### src/design/daily_light_ramp_scheduler_core_assert.svh
// Assertion macros used by the scheduler engine.
// Unless SYNTH is defined, each use expands to one labeled concurrent assertion
// clocked on clk and disabled while rst_n is low.
`ifndef DAILY_LIGHT_RAMP_SCHEDULER_CORE_ASSERT_SVH
`define DAILY_LIGHT_RAMP_SCHEDULER_CORE_ASSERT_SVH

`ifndef SYNTH
`define DLRS_ASSERT_IMP(lbl, ante, cons, msg) \
  lbl: assert property (@(posedge clk) disable iff (!rst_n) (ante) |-> (cons)) \
    else $error(msg);
`define DLRS_ASSERT_NXT(lbl, ante, cons, msg) \
  lbl: assert property (@(posedge clk) disable iff (!rst_n) (ante) |=> (cons)) \
    else $error(msg);
`else
`define DLRS_ASSERT_IMP(lbl, ante, cons, msg)
`define DLRS_ASSERT_NXT(lbl, ante, cons, msg)
`endif

`endif

### src/design/dlrs_pkg.sv
package dlrs_pkg;

  localparam int POT_BITS_DEF  = 10;
  localparam int TIME_BITS_DEF = 17;

  localparam int DAY_W   = 17;
  localparam int RAMP_W  = 16;
  localparam int SUM_W   = 18;
  localparam int REM_W   = 17;
  localparam int DUTY_W  = 9;
  localparam int PHASE_W = 2;
  localparam int RES_W   = DUTY_W + PHASE_W + 1;
  localparam int OUT_W   = ((RES_W + 7) / 8) * 8;

  localparam int CFG_IDX_W  = 2;
  localparam int CFG_DATA_W = DAY_W;

  localparam int DIV_STEPS = DUTY_W;
  localparam int STEP_W    = $clog2(DIV_STEPS);

  localparam logic [DUTY_W-1:0] DUTY_FULL = DUTY_W'(256);

  localparam logic [PHASE_W-1:0] PH_UP   = 2'd0;
  localparam logic [PHASE_W-1:0] PH_FULL = 2'd1;
  localparam logic [PHASE_W-1:0] PH_DOWN = 2'd2;
  localparam logic [PHASE_W-1:0] PH_DARK = 2'd3;

  localparam logic [CFG_IDX_W-1:0] REG_DAY  = 2'd0;
  localparam logic [CFG_IDX_W-1:0] REG_FULL = 2'd1;
  localparam logic [CFG_IDX_W-1:0] REG_MIN  = 2'd2;
  localparam logic [CFG_IDX_W-1:0] REG_MAX  = 2'd3;

  localparam logic [DAY_W-1:0]  DAY_RST  = DAY_W'(7);
  localparam logic [DAY_W-1:0]  FULL_RST = DAY_W'(2);
  localparam logic [RAMP_W-1:0] MIN_RST  = RAMP_W'(1);
  localparam logic [RAMP_W-1:0] MAX_RST  = RAMP_W'(2);

  typedef struct packed {
    logic [DAY_W-1:0]  day;
    logic [DAY_W-1:0]  full;
    logic [RAMP_W-1:0] min_ramp;
    logic [RAMP_W-1:0] max_ramp;
  } cfg_t;

  typedef struct packed {
    logic               fault;
    logic [PHASE_W-1:0] phase;
    logic [DUTY_W-1:0]  duty;
  } res_t;

endpackage

### src/design/daily_light_ramp_scheduler_core.sv
// Steps: S_DIFF, the product steps, the ramp sums, the fault check, on a tick the counter
// update, then the phase compares and any division; max_ramp < min_ramp faults at S_DIFF.
// One shared adder runs the POT_BITS product steps, the compares and nine division steps.
// One request at a time: a new one is taken from the cycle after each result is registered.
// Synchronous active-low reset clears the state, counter, fault latch, last duty and phase.
module daily_light_ramp_scheduler_core #(
  parameter int POT_BITS  = dlrs_pkg::POT_BITS_DEF,
  parameter int TIME_BITS = dlrs_pkg::TIME_BITS_DEF,
  localparam int IN_W = ((POT_BITS + 1 + 7) / 8) * 8
) (
  input  logic                             clk,
  input  logic                             rst_n,
  input  logic                             in_tvalid,
  output logic                             in_tready,
  // Low to high: pot_sample, second_tick, zero fill.
  input  logic [IN_W-1:0]                  in_tdata,
  output logic                             out_tvalid,
  input  logic                             out_tready,
  // Low to high: duty (9), phase (2), fault (1), zero fill.
  output logic [dlrs_pkg::OUT_W-1:0]       out_tdata,
  input  logic                             cfg_valid,
  output logic                             cfg_ready,
  input  logic [dlrs_pkg::CFG_IDX_W-1:0]   cfg_index,
  input  logic [dlrs_pkg::CFG_DATA_W-1:0]  cfg_data
);

  import dlrs_pkg::*;

  cfg_t               cfg_r;
  logic               out_tvalid_r;
  logic [OUT_W-1:0]   out_tdata_r;
  logic               eng_idle;
  logic               eng_res_valid;
  logic               res_ready;
  logic               start;
  res_t               eng_res;

  assign cfg_ready = 1'b1;
  assign in_tready = eng_idle;
  assign start     = in_tvalid && eng_idle;
  assign res_ready = !out_tvalid_r || out_tready;

  always_ff @(posedge clk) begin
    if (!rst_n) begin
      cfg_r.day      <= DAY_RST;
      cfg_r.full     <= FULL_RST;
      cfg_r.min_ramp <= MIN_RST;
      cfg_r.max_ramp <= MAX_RST;
    end else if (cfg_valid) begin
      case (cfg_index)
        REG_DAY:  cfg_r.day      <= cfg_data;
        REG_FULL: cfg_r.full     <= cfg_data;
        REG_MIN:  cfg_r.min_ramp <= cfg_data[RAMP_W-1:0];
        REG_MAX:  cfg_r.max_ramp <= cfg_data[RAMP_W-1:0];
        default: begin
        end
      endcase
    end
  end

  dlrs_engine #(
    .POT_BITS  (POT_BITS),
    .TIME_BITS (TIME_BITS)
  ) u_engine (
    .clk       (clk),
    .rst_n     (rst_n),
    .start     (start),
    .pot       (in_tdata[POT_BITS-1:0]),
    .tick      (in_tdata[POT_BITS]),
    .cfg       (cfg_r),
    .res_ready (res_ready),
    .res_valid (eng_res_valid),
    .res       (eng_res),
    .idle      (eng_idle)
  );

  always_ff @(posedge clk) begin
    if (!rst_n) begin
      out_tvalid_r <= 1'b0;
    end else if (eng_res_valid && res_ready) begin
      out_tvalid_r <= 1'b1;
    end else if (out_tready) begin
      out_tvalid_r <= 1'b0;
    end
    if (eng_res_valid && res_ready) begin
      out_tdata_r <= {{(OUT_W - RES_W){1'b0}}, eng_res};
    end
  end

  assign out_tvalid = out_tvalid_r;
  assign out_tdata  = out_tdata_r;

endmodule

### src/design/dlrs_alu.sv
module dlrs_alu #(
  parameter int W = 33
) (
  input  logic [W-1:0] a,
  input  logic [W-1:0] b,
  input  logic         sub,
  output logic [W-1:0] res,
  output logic         ge,
  output logic         nz
);

  logic [W:0] sum;

  // For a subtraction the carry out is set exactly when a >= b.
  assign sum = sub ? ({1'b0, a} + {1'b0, ~b} + {{W{1'b0}}, 1'b1})
                   : ({1'b0, a} + {1'b0, b});
  assign res = sum[W-1:0];
  assign ge  = sum[W];
  assign nz  = |sum[W-1:0];

endmodule

### src/design/dlrs_engine.sv
module dlrs_engine #(
  parameter int POT_BITS  = dlrs_pkg::POT_BITS_DEF,
  parameter int TIME_BITS = dlrs_pkg::TIME_BITS_DEF
) (
  input  logic                clk,
  input  logic                rst_n,
  input  logic                start,
  input  logic [POT_BITS-1:0] pot,
  input  logic                tick,
  input  dlrs_pkg::cfg_t      cfg,
  input  logic                res_ready,
  output logic                res_valid,
  output dlrs_pkg::res_t      res,
  output logic                idle
);

  import dlrs_pkg::*;

  `include "daily_light_ramp_scheduler_core_assert.svh"

  localparam int MW  = POT_BITS + RAMP_W;
  localparam int TW  = TIME_BITS + 1;
  localparam int AW0 = (MW > TW) ? MW : TW;
  localparam int AW  = (AW0 > SUM_W + 1) ? AW0 : SUM_W + 1;
  localparam int IW  = $clog2(POT_BITS);

  typedef enum logic [3:0] {
    S_IDLE, S_DIFF, S_MUL, S_RAMP, S_RF, S_END, S_FCHK,
    S_TICK, S_WRAP, S_C0, S_C1, S_C2, S_DIV, S_DONE
  } state_t;

  state_t               state_r, state_nxt;
  logic                 fault_r, fault_nxt;
  logic [TIME_BITS-1:0] cnt_r, cnt_nxt;
  logic [DUTY_W-1:0]    last_duty_r, last_duty_nxt;
  logic [PHASE_W-1:0]   last_phase_r, last_phase_nxt;
  logic [POT_BITS-1:0]  pot_r, pot_nxt;
  logic                 tick_r, tick_nxt;
  logic [RAMP_W-1:0]    diff_r, diff_nxt;
  logic [AW-1:0]        acc_r, acc_nxt;
  logic [IW-1:0]        idx_r, idx_nxt;
  logic [RAMP_W-1:0]    ramp_r, ramp_nxt;
  logic [SUM_W-1:0]     rf_r, rf_nxt;
  logic [SUM_W-1:0]     endp_r, endp_nxt;
  logic [REM_W-1:0]     rem_r, rem_nxt;
  logic [DUTY_W-1:0]    q_r, q_nxt;
  logic [STEP_W-1:0]    step_r, step_nxt;

  logic [AW-1:0] alu_a, alu_b, alu_res;
  logic          alu_sub, alu_ge, alu_nz;

  dlrs_alu #(.W(AW)) u_alu (
    .a   (alu_a),
    .b   (alu_b),
    .sub (alu_sub),
    .res (alu_res),
    .ge  (alu_ge),
    .nz  (alu_nz)
  );

  always_comb begin
    state_nxt      = state_r;
    fault_nxt      = fault_r;
    cnt_nxt        = cnt_r;
    last_duty_nxt  = last_duty_r;
    last_phase_nxt = last_phase_r;
    pot_nxt        = pot_r;
    tick_nxt       = tick_r;
    diff_nxt       = diff_r;
    acc_nxt        = acc_r;
    idx_nxt        = idx_r;
    ramp_nxt       = ramp_r;
    rf_nxt         = rf_r;
    endp_nxt       = endp_r;
    rem_nxt        = rem_r;
    q_nxt          = q_r;
    step_nxt       = step_r;
    alu_a          = '0;
    alu_b          = '0;
    alu_sub        = 1'b0;
    case (state_r)
      S_IDLE: begin
        if (start) begin
          pot_nxt   = pot;
          tick_nxt  = tick;
          state_nxt = S_DIFF;
        end
      end
      S_DIFF: begin
        alu_a    = AW'(cfg.max_ramp);
        alu_b    = AW'(cfg.min_ramp);
        alu_sub  = 1'b1;
        diff_nxt = alu_res[RAMP_W-1:0];
        acc_nxt  = '0;
        idx_nxt  = IW'(POT_BITS - 1);
        if (!alu_ge) begin
          fault_nxt = 1'b1;
          state_nxt = S_DONE;
        end else begin
          state_nxt = S_MUL;
        end
      end
      S_MUL: begin
        // Shift-and-add product, most significant sample bit first.
        alu_a   = {acc_r[AW-2:0], 1'b0};
        alu_b   = pot_r[idx_r] ? AW'(diff_r) : '0;
        acc_nxt = alu_res;
        if (idx_r == '0) begin
          state_nxt = S_RAMP;
        end else begin
          idx_nxt = idx_r - IW'(1);
        end
      end
      S_RAMP: begin
        alu_a     = acc_r >> POT_BITS;
        alu_b     = AW'(cfg.min_ramp);
        ramp_nxt  = alu_res[RAMP_W-1:0];
        state_nxt = S_RF;
      end
      S_RF: begin
        alu_a     = AW'(ramp_r);
        alu_b     = AW'(cfg.full);
        rf_nxt    = alu_res[SUM_W-1:0];
        state_nxt = S_END;
      end
      S_END: begin
        alu_a     = AW'(rf_r);
        alu_b     = AW'(ramp_r);
        endp_nxt  = alu_res[SUM_W-1:0];
        state_nxt = S_FCHK;
      end
      S_FCHK: begin
        alu_a   = AW'(endp_r);
        alu_b   = AW'(cfg.day);
        alu_sub = 1'b1;
        if (alu_ge || fault_r) begin
          fault_nxt = 1'b1;
          state_nxt = S_DONE;
        end else if (tick_r) begin
          state_nxt = S_TICK;
        end else begin
          state_nxt = S_C0;
        end
      end
      S_TICK: begin
        alu_a     = AW'(cnt_r);
        alu_b     = AW'(1);
        cnt_nxt   = alu_res[TIME_BITS-1:0];
        state_nxt = S_WRAP;
      end
      S_WRAP: begin
        alu_a   = AW'(cnt_r);
        alu_b   = AW'(cfg.day);
        alu_sub = 1'b1;
        if (alu_ge) begin
          cnt_nxt = '0;
        end
        state_nxt = S_C0;
      end
      S_C0: begin
        alu_a   = AW'(ramp_r);
        alu_b   = AW'(cnt_r);
        alu_sub = 1'b1;
        if (alu_ge && alu_nz) begin
          last_phase_nxt = PH_UP;
          rem_nxt        = alu_b[REM_W-1:0];
          q_nxt          = '0;
          step_nxt       = '0;
          state_nxt      = S_DIV;
        end else begin
          state_nxt = S_C1;
        end
      end
      S_C1: begin
        alu_a   = AW'(rf_r);
        alu_b   = AW'(cnt_r);
        alu_sub = 1'b1;
        if (alu_ge && alu_nz) begin
          last_phase_nxt = PH_FULL;
          last_duty_nxt  = DUTY_FULL;
          state_nxt      = S_DONE;
        end else begin
          state_nxt = S_C2;
        end
      end
      S_C2: begin
        alu_a   = AW'(endp_r);
        alu_b   = AW'(cnt_r);
        alu_sub = 1'b1;
        if (alu_ge && alu_nz) begin
          last_phase_nxt = PH_DOWN;
          rem_nxt        = alu_res[REM_W-1:0];
          q_nxt          = '0;
          step_nxt       = '0;
          state_nxt      = S_DIV;
        end else begin
          last_phase_nxt = PH_DARK;
          last_duty_nxt  = '0;
          state_nxt      = S_DONE;
        end
      end
      S_DIV: begin
        // Restoring division of the elapsed (up) or remaining (down) time times 256 by the ramp length.
        alu_a   = AW'(rem_r);
        alu_b   = AW'(ramp_r);
        alu_sub = 1'b1;
        q_nxt   = {q_r[DUTY_W-2:0], alu_ge};
        rem_nxt = alu_ge ? {alu_res[REM_W-2:0], 1'b0} : {rem_r[REM_W-2:0], 1'b0};
        step_nxt = step_r + STEP_W'(1);
        if (step_r == STEP_W'(DIV_STEPS - 1)) begin
          last_duty_nxt = {q_r[DUTY_W-2:0], alu_ge};
          state_nxt     = S_DONE;
        end
      end
      S_DONE: begin
        if (res_ready) begin
          state_nxt = S_IDLE;
        end
      end
      default: begin
        state_nxt = S_IDLE;
      end
    endcase
  end

  always_ff @(posedge clk) begin
    if (!rst_n) begin
      state_r      <= S_IDLE;
      fault_r      <= 1'b0;
      cnt_r        <= '0;
      last_duty_r  <= '0;
      last_phase_r <= '0;
    end else begin
      state_r      <= state_nxt;
      fault_r      <= fault_nxt;
      cnt_r        <= cnt_nxt;
      last_duty_r  <= last_duty_nxt;
      last_phase_r <= last_phase_nxt;
    end
    pot_r  <= pot_nxt;
    tick_r <= tick_nxt;
    diff_r <= diff_nxt;
    acc_r  <= acc_nxt;
    idx_r  <= idx_nxt;
    ramp_r <= ramp_nxt;
    rf_r   <= rf_nxt;
    endp_r <= endp_nxt;
    rem_r  <= rem_nxt;
    q_r    <= q_nxt;
    step_r <= step_nxt;
  end

  assign idle      = (state_r == S_IDLE);
  assign res_valid = (state_r == S_DONE);
  assign res.fault = fault_r;
  assign res.phase = last_phase_r;
  assign res.duty  = last_duty_r;

  `DLRS_ASSERT_NXT(a_fault_sticky, fault_r, fault_r, "fault latch was cleared")
  `DLRS_ASSERT_NXT(a_cnt_frozen, fault_r, $stable(cnt_r), "counter moved after a fault")
  `DLRS_ASSERT_IMP(a_full_duty, state_r == S_DONE && !fault_r && last_phase_r == PH_FULL,
    last_duty_r == DUTY_FULL, "full light phase without full duty")
  `DLRS_ASSERT_IMP(a_duty_range, state_r == S_DONE, last_duty_r <= DUTY_FULL,
    "duty above full scale")

endmodule
### config.mk
export PLATFORM = sky130hd
export DESIGN_NAME = daily_light_ramp_scheduler_core
export DESIGN_NICKNAME = d
export VERILOG_FILES = /design/src/design/dlrs_pkg.sv /design/src/design/daily_light_ramp_scheduler_core.sv /design/src/design/dlrs_alu.sv /design/src/design/dlrs_engine.sv
export VERILOG_INCLUDE_DIRS = /design/src /design/src/design
export SDC_FILE = /design/constraint.sdc
export NUM_CORES = 1
export LEC_CHECK = 0
export ABC_AREA = 1
export BUFFER_PORTS_ARGS = -buffer_cell sky130_fd_sc_hd__buf_4
export CELL_PAD_IN_SITES_DETAIL_PLACEMENT = 1
export CELL_PAD_IN_SITES_GLOBAL_PLACEMENT = 1
export CORE_AREA = 2 2 187 189
export CTS_BUF_LIST = sky130_fd_sc_hd__clkbuf_4 sky130_fd_sc_hd__clkbuf_8
export CTS_CLUSTER_DIAMETER = 30
export DETAILED_ROUTE_END_ITERATION = 8
export DIE_AREA = 0 0 189 191
export PLACE_DENSITY_LB_ADDON = 0.1
export SYNTH_ARGS = -nofsm -noshare
export SYNTH_HDL_FRONTEND = slang
export SYNTH_SLANG_ARGS = --single-unit
### constraint.sdc
create_clock -name clk -period 12.6 [get_ports clk]
set_clock_uncertainty 0.05 [all_clocks]
set_input_delay 2.52 -clock clk [delete_from_list [all_inputs] [get_ports clk]]
set_output_delay 2.52 -clock clk [all_outputs]
set_load 0.02 [all_outputs]
==> results.txt <==
initial core utilization -> 40.66%
pin count of the biggest net entering global routing -> 67
Worst EP arrival -> 7550 ps
crit path launch type -> register
start point of the worst min-delay path -> u_engine.last_duty_r[0]
synthesized flop and latch total -> 250
CP max stage delay -> 650 ps
share of cells above drive strength 1 -> 10.93%
Final period util -> 57.78%
Worst Path Max Fanout -> 26
worst setup margin -> 5319 ps
RePlAce Congestion -> 0.8820
Worst R2R Setup Slack -> 5320 ps
DR pass1 iterations -> 5
Post-layout nets -> 1931
Core Box Area -> 34120 um^2
Row Count -> 68
Hold Crit Endpoint -> out_tdata[0]
htree depth -> 2
vias after detailed routing -> 12730
total power -> 4.237 mW
Seq/Total Area, Yosys -> 46.90%
predominant post-synthesis flop cell -> edfxtp_1
Port Buffer Count -> 48
Die H -> 191 um
DRT antenna net count -> 0
cell taking the most area after synthesis -> edfxtp_1
maxcap violations -> 0
Final min period -> 7281 ps
Fmax achieved -> 137.4 MHz
top-area cell type share of the netlist area -> 32.47%
Worst-path clk slew -> 60 ps
R2R depth -> 28
Setup Total Neg Slack -> 0 ps
Fin Hold WS -> 379.3 ps
Critical-path top delay cell -> a221oi_1
most used cell, CP -> nand2_1
number of global-route vias before repair -> 12957
Post-CTS Setup Inserts -> 0
Worst Setup End Kind -> register
first-pass GRT wire length -> 76220 um
drt total wl -> 50010 um
Req. time, crit path -> 12870 ps
cts hold-fix bufs -> 0
Clk Latency, worst-skew pair -> 650 ps
initial antenna violation count -> 0
Starting DRT DRC Count -> 1094
placed insts -> 2245
Leakage -> 7.183 nW
ys async rst share -> 0%
Die Wd -> 189 um
Worst Tran Pin Value -> 1223 ps
clock power share -> 26.4%
post-synthesis cell area -> 13870 um^2
RSZ-0062 raised after global routing -> false
Switching Share -> 45.22%
Psw -> 1.916 mW
post-route DRC violation count -> 0
vias per cell -> 5.396
Max VDD drop -> 109.9 uV
Cell variety after synth -> 43
GRT Residual Overflow -> 0
synthesized area per cell -> 7.763 um^2
YS warnings -> 0
synth top area cells -> edfxtp_1 32%, dfxtp_1 14%, nand2_1 12%
HPWL after DPL -> 36130 um
Area Growth Syn to Fin -> 15.81%
I/O pin count -> 59
dpl ws -> 5456 ps
non-filler cells, final -> 2359
root buf cell -> clkbuf_8
WHS Path Cells -> 0
Power Dens Cells -> 263.7 nW/um^2
Hold/Removal Path Class -> register to register
clk buf depth -> 3
final setup fails -> 0
Slew Viols, Final -> 0
CP Class -> register to register
Comb pwr share -> 44.7%
Rel. slew slack -> 18.13%
all-layer global routing usage -> 28.02%
Flop pwr share -> 28.8%
Post-Syn Instances -> 1787
worst r2r dst -> u_engine.rem_r[12]
Reg-to-Reg Start -> u_engine.state_r[0]
post-CTS resize count -> 0
Post-synth EDFFs -> 150
CTS tree -> done
CTS Buf Count -> 60
Internal Power -> 2.321 mW
clk sink count -> 250
die area -> 36100 um^2
final hold viol count -> 0
routed length per instance -> 21.20 um
status -> complete, no violations
-- through the flow --
step | instance area [um^2] | utilization (%)
2_1_floorplan | 13880 | -
3_3_place_gp | 14650 | 42.95
3_5_place_dp | 14650 | 42.95
4_1_cts | 16060 | 47.08
5_1_grt | 16060 | 47.08
6_report | 16070 | 47.09
-- worst max-delay path, delay by kind of cell (launching register included) --
family          cells  cell delay [ps]
compound gates      1              650
fa+ha+maj           2              430
buf+inv             4              990
flops               1              450
simple gates       21             4340
-- cells in the mapped netlist, types with 7 or more instances --
cell / count
nand4_1: 31
o211ai_1: 19
nand2_2: 9
edfxtp_1: 150
clkbuf_1: 41
o21ai_0: 80
a21oi_1: 103
buf_2: 14
dfxtp_1: 100
nor2_1: 200
a22o_1: 10
xor2_1: 15
nand2_1: 446
nand3_1: 94
a211oi_1: 14
o22ai_1: 29
inv_1: 267
nor3_1: 16
ha_1: 39
and2_1: 16
a221oi_1: 25
o221ai_1: 7
-- cells by family after synthesis --
logic type | after synthesis | share of synthesized area (%)
adder cells (fa/ha/maj) | 39 | 3.517
XOR/XNOR | 17 | 1.073
flip-flops | 250 | 46.90
buffers and inverters | 343 | 9.758
other | 2 | 0.05413
AND/OR/NAND/NOR | 831 | 25.39
AO/OA/AOI/OAI | 305 | 13.31
-- flip-flops by register name, summed over array words and instances (netlist names), 2 cells and up --
name / flops
cfg_r: 66
u_engine.acc_r: 26
u_engine.endp_r: 18
u_engine.rf_r: 18
u_engine.cnt_r: 17
u_engine.rem_r: 17
u_engine.diff_r: 16
u_engine.ramp_r: 16
out_tdata: 12
u_engine.pot_r: 10
u_engine.last_duty_r: 9
u_engine.q_r: 8
u_engine.idx_r: 4
u_engine.state_r: 4
u_engine.step_r: 4
u_engine.last_phase_r: 2
-- area by class of cell --
cell class / instances / area [um^2]
timing repair buffer: 67 / 503.0
inverter: 276 / 1036
clock inverter: 38 / 434.2
tap: 455 / 569.3
antenna: 1 / 2.502
clock buffer: 75 / 975.9
fill: 4205 / 18050
multi-input combinational: 1197 / 6040
sequential: 250 / 6506
-- routing by layer --
metal	share of wire, %	GRT usage (%)	routed length (um)	vias to the layer above
met2	46	46.34	23190	396
met4	3.2	11.45	1600	0
met3	6.7	4.681	3346	109
met5	0	0	0	-
met1	44	36.46	21870	6165
li1	-	-	-	6060
-- placed cells by master (no fill, tap or decap), types with 3 or more instances in the layout --
cell type and n:
clkinv_2 15, a211oi_1 14, nand2_2 10, nor2_2 6, conb_1 5, o2111ai_1 4, o221ai_1 7, o22ai_1 29
o21ai_0 80, xor2_1 15, nand3_1 94, or2_2 3, inv_2 5, edfxtp_1 150, o211ai_1 19, ha_1 39
nor2_1 197, a221oi_1 25, clkbuf_4 9, clkinv_1 10, o21ai_1 5, nand4_1 31, inv_1 267, nor3_1 15
clkinvlp_4 5, dfxtp_1 100, buf_4 67, and2_1 16, a21oi_1 103, a22oi_1 4, clkbuf_8 66, nand2_1 445
nand3b_1 4, a22o_1 10, bufinv_16 9
-- worst max path at each step --
| stage | start | to | slack (ps) | depth (start not counted) |
|---|---|---|---|---|
| 2_1_floorplan | u_engine.state_r[2] | u_engine.rem_r[0] | 7670 | 28 |
| 3_3_place_gp | u_engine.state_r[0] | u_engine.rem_r[11] | 5520 | 28 |
| 3_5_place_dp | u_engine.state_r[0] | u_engine.rem_r[10] | 5460 | 28 |
| 4_1_cts | u_engine.state_r[0] | u_engine.rem_r[2] | 5420 | 28 |
| 5_1_grt | u_engine.state_r[0] | u_engine.rem_r[12] | 4910 | 28 |
| 6_report | u_engine.state_r[0] | u_engine.rem_r[12] | 5320 | 28 |
-- power groups by stage --
| stage | logic [mW] | clock network (mW) | registers [mW] |
|---|---|---|---|
| after global routing | 2.09 | 1.18 | 1.23 |
| after global placement | 1.83 | 0 | 1.23 |
| final | 1.90 | 1.12 | 1.22 |
| after detailed placement | 1.87 | 0 | 1.24 |
| after CTS | 1.88 | 1.14 | 1.22 |
| after floorplan | 1.24 | 0 | 1.20 |
Note: power is estimated with default switching activity, not from simulation.
